==> src/hw/rtl/double_ended_priority_queue_top_assert.svh <==
// Assertion macros for the double-ended priority queue.
`ifndef DOUBLE_ENDED_PRIORITY_QUEUE_TOP_ASSERT_SVH
`define DOUBLE_ENDED_PRIORITY_QUEUE_TOP_ASSERT_SVH
`ifndef SYNTHESIS
`define DEPQ_ASSERT(lbl, expr) \
  lbl: assert property (@(posedge clk) disable iff (!rst_n) (expr)) \
    else $error("depq check failed");
`define DEPQ_ASSERT_NEXT(lbl, ante, cons) \
  lbl: assert property (@(posedge clk) disable iff (!rst_n) (ante) |=> (cons)) \
    else $error("depq check failed");
`else
`define DEPQ_ASSERT(lbl, expr)
`define DEPQ_ASSERT_NEXT(lbl, ante, cons)
`endif
`endif

==> src/hw/rtl/depq_pkg.sv <==
`timescale 1ns / 1ps
`default_nettype none
package depq_pkg;

  localparam int CAPACITY_DEF = 1024;
  localparam int OP_W         = 2;
  localparam int ID_W         = 20;
  localparam int PRIO_W       = 24;
  localparam int ST_W         = 2;
  localparam int OCC_W        = 11;

  typedef enum logic [OP_W-1:0] {
    OP_INSERT = 2'd0,
    OP_POP_HI = 2'd1,
    OP_POP_LO = 2'd2
  } op_t;

  typedef enum logic [1:0] {
    CMD_NONE,
    CMD_INSERT,
    CMD_POP_HI,
    CMD_POP_LO
  } kind_t;

  typedef enum logic [ST_W-1:0] {
    ST_DONE  = 2'd0,
    ST_EMPTY = 2'd1,
    ST_FULL  = 2'd2
  } status_t;

  typedef struct packed {
    logic              valid;
    logic [PRIO_W-1:0] prio;
    logic [ID_W-1:0]   id;
  } slot_t;

  typedef struct packed {
    kind_t             kind;
    logic [PRIO_W-1:0] prio;
    logic [ID_W-1:0]   id;
  } cmd_t;

endpackage
`default_nettype wire

==> src/hw/rtl/depq_cell.sv <==
`timescale 1ns / 1ps
`default_nettype none
module depq_cell (
  input  logic            clk,
  input  logic            rst_n,
  input  depq_pkg::cmd_t  cmd,
  input  depq_pkg::slot_t left,
  input  logic            left_ge,
  input  depq_pkg::slot_t right,
  output depq_pkg::slot_t slot_q,
  output logic            ge
);

  logic                        valid_r, valid_nxt;
  logic [depq_pkg::PRIO_W-1:0] prio_r, prio_nxt;
  logic [depq_pkg::ID_W-1:0]   id_r, id_nxt;

  assign ge     = !valid_r || (prio_r >= cmd.prio);
  assign slot_q = '{valid: valid_r, prio: prio_r, id: id_r};

  always_comb begin
    valid_nxt = valid_r;
    prio_nxt  = prio_r;
    id_nxt    = id_r;
    case (cmd.kind)
      depq_pkg::CMD_INSERT: begin
        if (ge && left_ge) begin
          valid_nxt = left.valid;
          prio_nxt  = left.prio;
          id_nxt    = left.id;
        end else if (ge) begin
          valid_nxt = 1'b1;
          prio_nxt  = cmd.prio;
          id_nxt    = cmd.id;
        end
      end
      depq_pkg::CMD_POP_LO: begin
        valid_nxt = right.valid;
        prio_nxt  = right.prio;
        id_nxt    = right.id;
      end
      depq_pkg::CMD_POP_HI: begin
        valid_nxt = valid_r && right.valid;
      end
      default: ;
    endcase
  end

  always_ff @(posedge clk) begin
    if (!rst_n) begin
      valid_r <= 1'b0;
    end else begin
      valid_r <= valid_nxt;
    end
  end

  always_ff @(posedge clk) begin
    prio_r <= prio_nxt;
    id_r   <= id_nxt;
  end

endmodule
`default_nettype wire

==> config.mk <==
export PLATFORM = sky130hd
export DESIGN_NAME = depq_cell
export DESIGN_NICKNAME = d
export VERILOG_FILES = /design/src/hw/rtl/double_ended_priority_queue_top_assert.svh /design/src/hw/rtl/depq_pkg.sv /design/src/hw/rtl/depq_cell.sv
export SDC_FILE = /design/constraint.sdc
export NUM_CORES = 1
export LEC_CHECK = 0
export ABC_AREA = 1
export BUFFER_PORTS_ARGS = -buffer_cell sky130_fd_sc_hd__buf_2
export CAP_MARGIN = 15
export CORE_ASPECT_RATIO = 0.75
export CORE_MARGIN = 2
export CORE_UTILIZATION = 45
export DETAILED_ROUTE_END_ITERATION = 8
export HOLD_SLACK_MARGIN = 0.05
export PLACE_DENSITY = 0.82
export SLEW_MARGIN = 15
export SYNTH_ARGS = -nofsm -noshare
export SYNTH_HDL_FRONTEND = slang
export SYNTH_SLANG_ARGS = --single-unit
export TNS_END_PERCENT = 20
==> constraint.sdc <==
create_clock -name clk -period 3.09 [get_ports clk]
set_input_delay 0.1545 -clock clk [delete_from_list [all_inputs] [get_ports clk]]
set_output_delay 0.1545 -clock clk [all_outputs]
set_load 0.005 [all_outputs]
# [Word-level counts from Yosys, hierarchy flattened]
# Index checks and enable logic that the tools add are counted.
[word_totals] register_bits=45 latchBits=0 ram_bits=0 mem_bits_ro=0 input_bits=139 output_inout_bits=46 elab_cells=25 n_memories=0
[op_classes] add_sub_neg=0 mul=0 div_mod_pow=0 magnitude_cmp=1 n_eq_ne=4 shift=0 mux=9 bitwise_logic=0 n_reduce_logical=8
[ops] cell="2-to-1 mux 24 bit" n=2
[ops] cell="one-hot mux 24 bit (2 select lines)" n=1
[ops] cell="2-to-1 mux 20 bit" n=2
[ops] cell="one-hot mux 20 bit (2 select lines)" n=1
[ops] cell="greater-or-equal comparator 24 bit" n=1
[ops] cell="equality test 2 bit, second input constant" n=2
[ops] cell="AND reduction 2 bit" n=2
[ops] cell="!= test 3 bit, second input constant" n=1
[ops] cell="one-hot mux 1 bit (3 select lines)" n=1
[ops] cell="nonzero test 3 bit" n=1
[ops] cell="equality test 2 x 1 -> 1 bit, second input constant" n=1
[ops] cell="logical AND 1 bit" n=2
[ops] cell="2-to-1 mux 1 bit" n=2
[ops] cell="nonzero test 2 bit" n=1
[ops] cell="logical NOT 1 bit" n=1
[ops] cell="logical OR 1 bit" n=1

# [Depth between registers and ports, before layout]
# Gate-level depths: netlist (run 1).
[depth] ltp_word=5 mapped_depth=15 mapped_depth_nobuf=15

# [Worst setup path before layout (run 1)]
# Ideal clock, no wire load.
[synth_path] path_type="register to register" start="reg prio_r[23] (netlist bit)" end="reg id_r[0] (netlist bit) (enable)" setup_ns=0.402 arrival_ns=2.252 required_time_ns=2.688 setup_slack_ns=0.435 stages_incl_launch_ff=10 path_buffers=0 synth_period_minus_slack_ns=2.655 cell_sequence="edfxtp_1 -> ha_1 -> nand2_1 -> nor2_1 -> nand3_1 -> nor2_1 -> nand2_1 -> nand2_2 -> nand2_1 -> nand2_1"
[synth_via] elab_chain_len=5
[synth_rtl] item="from (decl)" line="depq_cell.sv:15" source="logic [depq_pkg::PRIO_W-1:0] prio_r, prio_nxt;"
[synth_rtl] item="from (signal assigned)" line="depq_cell.sv:58" source="prio_r <= prio_nxt;"
[synth_rtl] item="greater-or-equal comparator 24 bit *" line="depq_cell.sv:18" source="assign ge = !valid_r || (prio_r >= cmd.prio);"
[synth_rtl] item="logical OR 1 bit *" line="depq_cell.sv:18"
[synth_rtl] item="net ge" line="depq_cell.sv:11" source="output logic ge"
[synth_rtl] item="logical AND 1 bit" line="depq_cell.sv:27" source="if (ge && left_ge) begin"
[synth_rtl] item="!= test 3 bit (no source line) *"
[synth_rtl] item="AND reduction 2 bit (no source line) *"
[synth_rtl] item="to (signal assigned)" line="depq_cell.sv:59" source="id_r <= id_nxt;"
[synth_rtl] item="to (decl)" line="depq_cell.sv:16" source="logic [depq_pkg::ID_W-1:0] id_r, id_nxt;"
# Mark *: on every way through the listed nets, which the timed path passes. The rest lies on a longest branch.
# A chain may end at the register's enable or synchronous reset.

# [Worst setup path in the final report (run 1)]
[layout_path] start="reg prio_r[23] (netlist bit)" end="reg id_r[8] (netlist bit) (enable)"
[layout_via] elab_chain_len=5
[layout_rtl] item="greater-or-equal comparator 24 bit *" line="depq_cell.sv:18"
[layout_rtl] item="logical OR 1 bit *" line="depq_cell.sv:18"
[layout_rtl] item="logical AND 1 bit" line="depq_cell.sv:27"
[layout_rtl] item="!= test 3 bit (no source line) *"
[layout_rtl] item="AND reduction 2 bit (no source line) *"
# Every way passes the cells marked *; elsewhere a longest branch is shown, timed or not.

==> results of run 1 <==
-- metal layers --
metal,GRT usage,vias up
li1,-,1717
met1,0.243,1465
met2,0.411,126
met3,0.0538,8
met4,0.0554,0
met5,0,-
-- metrics by stage --
| stage | std cells | worst slack, ns | hold WS (ns) | power (mW) |
|---|---|---|---|---|
| finish | 698 | 0.741 | 0.146 | 1.68 |
| detailed placement | 690 | 0.731 | 0.445 | 1.27 |
| global placement | 690 | 0.831 | 0.446 | 1.24 |
| floorplan | 435 | 0.435 | 0.352 | 1.05 |
| CTS | 698 | 0.721 | 0.136 | 1.70 |
| global route | 698 | 0.476 | 0.153 | 1.78 |
-- sequential cells by signal, summed over array words and instances (netlist names) --
signal,cells
id_r,20
prio_r,24
valid_r,1
-- worst max-delay path, cell delays in order, from the launching register on --
cell and delay [ns]:
edfxtp_1 0.40, ha_1 0.31, nand2_1 0.07, nor2_1 0.13
nand3_1 0.13, nor2_1 0.12, nand2_1 0.07, nand2_2 0.09
nand2_1 0.08, nand2_2 0.39, buf_12 0.26
-- power by group through the flow --
stage	combinational, mW	sequential (mW)	clock (mW)
final	0.473	0.776	0.435
after global routing	0.538	0.783	0.463
after CTS	0.478	0.776	0.445
after detailed placement	0.475	0.790	0
after global placement	0.458	0.785	0
after floorplan	0.254	0.798	0
-- cell usage after synthesis (2+ instances only) --
master	number
nor2_2	10
buf_6	3
nor2_1	48
o21bai_1	2
edfxtp_1	44
inv_1	58
buf_2	6
o21ai_1	44
nand2_1	169
ha_1	24
nand3_1	2
a21oi_1	7
nand2_2	2
clkbuf_1	8
-- final cells by class --
class / count / area share
clock buffer: 6 / 0.0170
tap: 84 / 0.0246
multi-input combinational: 313 / 0.354
timing repair buffer: 189 / 0.230
sequential: 45 / 0.314
inverter: 59 / 0.0519
clock inverter: 2 / 0.00791
-- final timing paths --
check / startpoint / cells past startpoint / slack (ns) / end
hold reg to reg: valid_r / 2 / 0.58 / valid_r
hold / removal: right[22] / 3 / 0.15 / prio_r[2]
setup reg to reg: prio_r[23] / 10 / 0.74 / id_r[8]
setup / recovery: prio_r[23] / 10 / 0.74 / id_r[8]
-- cells by family (layout without fill, tap and decap cells) --
group / after synthesis / count (layout) / share of synthesized area
and+or+nand+nor: 233 / 233 / 0.288
buffers and inverters: 77 / 256 / 0.102
AOI/OAI and AO/OA: 56 / 56 / 0.0927
DFF: 45 / 45 / 0.423
adders and majority gates: 24 / 24 / 0.0947
==> flow_summary.toml, run 1 <==
[timing]
grt_setup_unrepaired = "no"
fin_crit_sh = 0.760
tns_ns = 0
skew_ns = 0.00441
fin_crit_ns = 2.35
setup_violations = 0
tightestPinTransition_ns = 0.502
max_freq_mhz = 426
slew_violations = 0
hold_violations = 0
slew_headroom = 0.664

[floorplanning]
die_y_um = 76.7
dieArea_um2 = 7740
core_area_um2 = 6830
die_w_um = 101
start_util = 0.464
ioPinCount = 185
std_cell_rows = 26

[power_and_ir_drop]
power_switching_mw = 0.482
ir_drop_mv = 0.189
seq_power_share = 0.461
clkPwrFrac = 0.258
powerDensity_nw_per_um2 = 394
switching_share = 0.286
combPwrFrac = 0.281
p_leak_nw = 2.40
power.internal_mw = 1.20

[logic_synthesis]
synth_nets = 598
yosysTopAreaCell = "edfxtp_1"
syn_inst = 435
synth.distinct_cells = 22
synth_edf_count = 44
async_flop_share = 0
yosysWarnings = 0
yosys.area.top_type_share = 0.417
syn_area_um2 = 3170
synth_flop_cell = "edfxtp_1"
ys_ff_latch = 45
synthTopCellsByArea = "edfxtp_1, nand2_1, ha_1"
synth-seq-area-share = 0.423
synth.avg_cell_area_um2 = 7.29

[clock_network]
cts_max_level = 2
cts_buffer_depth = 2
cts_tree = "built"
ctsHoldBuffers = 0
clk_pin_slew_ns = 0.08
insertion_delay_ns = 0.29
clock-root-buffer = "clkbuf_8"
cts_buffers = 5
cts.repair.resized = 0
cts.sinks = 45
cts_setup_buffers = 0

[final_layout]
final_core_utilization = 0.625
num-fill-cells = 636
syn2layout_area_growth_pct = 34.6
nets = 776
final_cell_mix = "buf_2, nand2_1, inv_1"
drive_above_1_share = 0.342
final_common_cell = "buf_2"
multi_input_area_um2 = 1510
fin_area_um2 = 4270
ff_latch_area_um2 = 1340
diodes = 0

[global_routing]
grt_first_pass_wirelength_um = 13600
grt_pass1_vias = 3222
antenna_found_initial = 0
grt.overflow.total = 0
track_usage = 0.218
grt_max_degree = 60

[status]
status = "finished, final reports clean"

[worst_hold_path]
hp-class = "primary input to flip-flop"

[place]
hpwl_um = 6730
placed_cell_area_um2 = 4160
gp_congestion = 0.806
portBuffers = 184

[setup_path]
arrival_ns = 2.35
cp-end-kind = "flip-flop"
worstPathRequired_ns = 3.09
cp-start-kind = "flip-flop"
worstSetupPathType = "flip-flop to flip-flop"
crit_fanout = 26

[detailed_routing]
drc = 0
met1Wirelength_um = 3540
wl_met3_um = 585
antenna_left = 0
dr.max_layer_used = "met4"
vias_per_cell = 4.75
drt_iter0_markers = 132
met2_length_um = 4380
avgRoutedWirePerCell_um = 12.3
routed_wl_um = 8590
vias = 3316
dr.pass1.iters = 4

[run]
drv_cap = 0
Power figures use the tool's default switching activity.
==> inputs of run 2 (changes only) <==
Clock period 3.09 ns to 2.2 ns, I/O delays scaled along.
==> flow_summary.toml, run 2 (synthesized netlist as in run 1, its figures left out) <==
[floorplanning]
dieArea_um2 = 7740
core_area_um2 = 6830
ioPinCount = 185
die_w_um = 101
die_y_um = 76.7
start_util = 0.464
std_cell_rows = 26

[status]
status = "finished, final reports clean"

[place]
hpwl_um = 6700
dp.cells = 691
gp_congestion = 0.832
pre_cts_ws_ns = 0.0396
portBuffers = 184
placed_cell_area_um2 = 4200

[clock_network]
ctsHoldBuffers = 0
insertion_delay_ns = 0.30
cts.sinks = 45
clock-root-buffer = "clkbuf_8"
clk_pin_slew_ns = 0.09
cts_buffer_depth = 2
cts_tree = "built"
cts_max_level = 2
cts_buffers = 5

[run]
drv_cap = 0

[setup_path]
regToRegSetupSlack_ns = 0.07
cp-end-kind = "flip-flop"
crit_path_start = "prio_r[21]"
critPathCapture = "prio_r[21]"
worstSetupPathType = "flip-flop to flip-flop"
timing.rr.start = "prio_r[21]"
r2r-end = "prio_r[21]"
r2r_cells = 11
arrival_ns = 2.18
cp-start-kind = "flip-flop"
worstPathRequired_ns = 2.25
crit_fanout = 12

[timing]
tightestPinTransition_ns = 0.516
grt_setup_unrepaired = "yes"
slew_headroom = 0.656
worst_slack_ns = 0.0708
fin_crit_ns = 2.13
max_freq_mhz = 470
slew_violations = 0
hold_ws_ns = 0.0955
fin_crit_sh = 0.968
hold_violations = 0
tns_ns = 0
setup_violations = 0
skew_ns = 0.00845

[detailed_routing]
avgRoutedWirePerCell_um = 14.0
vias_per_cell = 4.94
drt_iter0_markers = 183
vias = 3518
antenna_left = 0
routed_wl_um = 9940
dr.pass1.iters = 4
drc = 0

[power_and_ir_drop]
ir_drop_mv = 0.296
total_power_mw = 2.42
powerDensity_nw_per_um2 = 520
p_leak_nw = 2.53

[worst_hold_path]
hold_start = "right[38]"
hp-class = "primary input to flip-flop"

[final_layout]
final_cell_mix = "buf_2, nand2_1, inv_1"
fin_area_um2 = 4660
largestRegisters = "prio_r x24, id_r x20, valid_r x1"
top_register = "prio_r"
num-fill-cells = 586
finalNonFillerCells = 712
multi_input_area_um2 = 1670
final_core_utilization = 0.682
largest_reg_flops = 24
syn2layout_area_growth_pct = 46.9
ff_latch_area_um2 = 1340
drive_above_1_share = 0.390
final_common_cell = "buf_2"
diodes = 0
nets = 790

[global_routing]
grt_first_pass_wirelength_um = 12900
grt.overflow.total = 0
grt_max_degree = 51
track_usage = 0.207
grt_pass1_vias = 3038
antenna_found_initial = 0
==> run 2: changes by cell type in the layout (fill, tap and decap cells not counted), moves of 6 or more <==
cell / change
clkbuf_16: +7
ha_1: -6
ha_4: +6
nor2_1: -8
nor2_2: +8
==> run 2: final cells by class <==
| class | count | share of cell area |
|---|---|---|
| repair buffers | 202 | 0.265 |
| inverters | 59 | 0.0475 |
| well taps | 84 | 0.0226 |
| multi-input cells | 314 | 0.358 |
| clock inverters | 3 | 0.00376 |
| flip-flops and latches | 45 | 0.288 |
| clock buffers | 5 | 0.0148 |
==> run 2: how the worst min path moves through the flow <==
stage                 endpoint  slack (ns)  cells past startpoint
finish              prio_r[18]         0.1                      3
global route         prio_r[5]        0.11                      3
floorplan              id_r[0]        0.31                      2
global placement     prio_r[5]        0.40                      3
detailed placement  prio_r[18]        0.40                      3
CTS                 prio_r[18]        0.09                      3
==> run 2: what timing repair did <==
action | in CTS | in global routing
resized for setup | 0 | 23
endpoints found under the hold margin | 0 | 0
buffers inserted | 0 | 3
setup endpoints to repair | 0 | 83
==> run 2: per-layer routing <==
metal	up-vias	GRT usage	wire [µm]	part of all wire
li1	1748	-	-	-
met1	1567	0.236	3920	0.39
met2	186	0.379	4910	0.49
met3	17	0.0556	955	0.096
met4	0	0.0554	155	0.016
met5	-	0	0	0
==> run 2: power breakdown <==
group          leakage [nW]  internal (mW)  total [mW]  switching, mW
logic                  2.06          0.391       0.819          0.428
registers             0.433           1.06        1.10         0.0395
clock network        0.0439          0.220       0.510          0.290
total                  2.53           1.67        2.42          0.758
==> run 2: worst max-delay path: stages, from the launching register on <==
cell and delay (ns):
edfxtp_1 0.44, ha_4 0.30, nand2_1 0.07, nor2_2 0.14
nand3_2 0.11, nor2_1 0.10, nand2_1 0.09, nand2_4 0.15
nand2_8 0.09, buf_6 0.17, nor2_1 0.12, o21ai_1 0.10
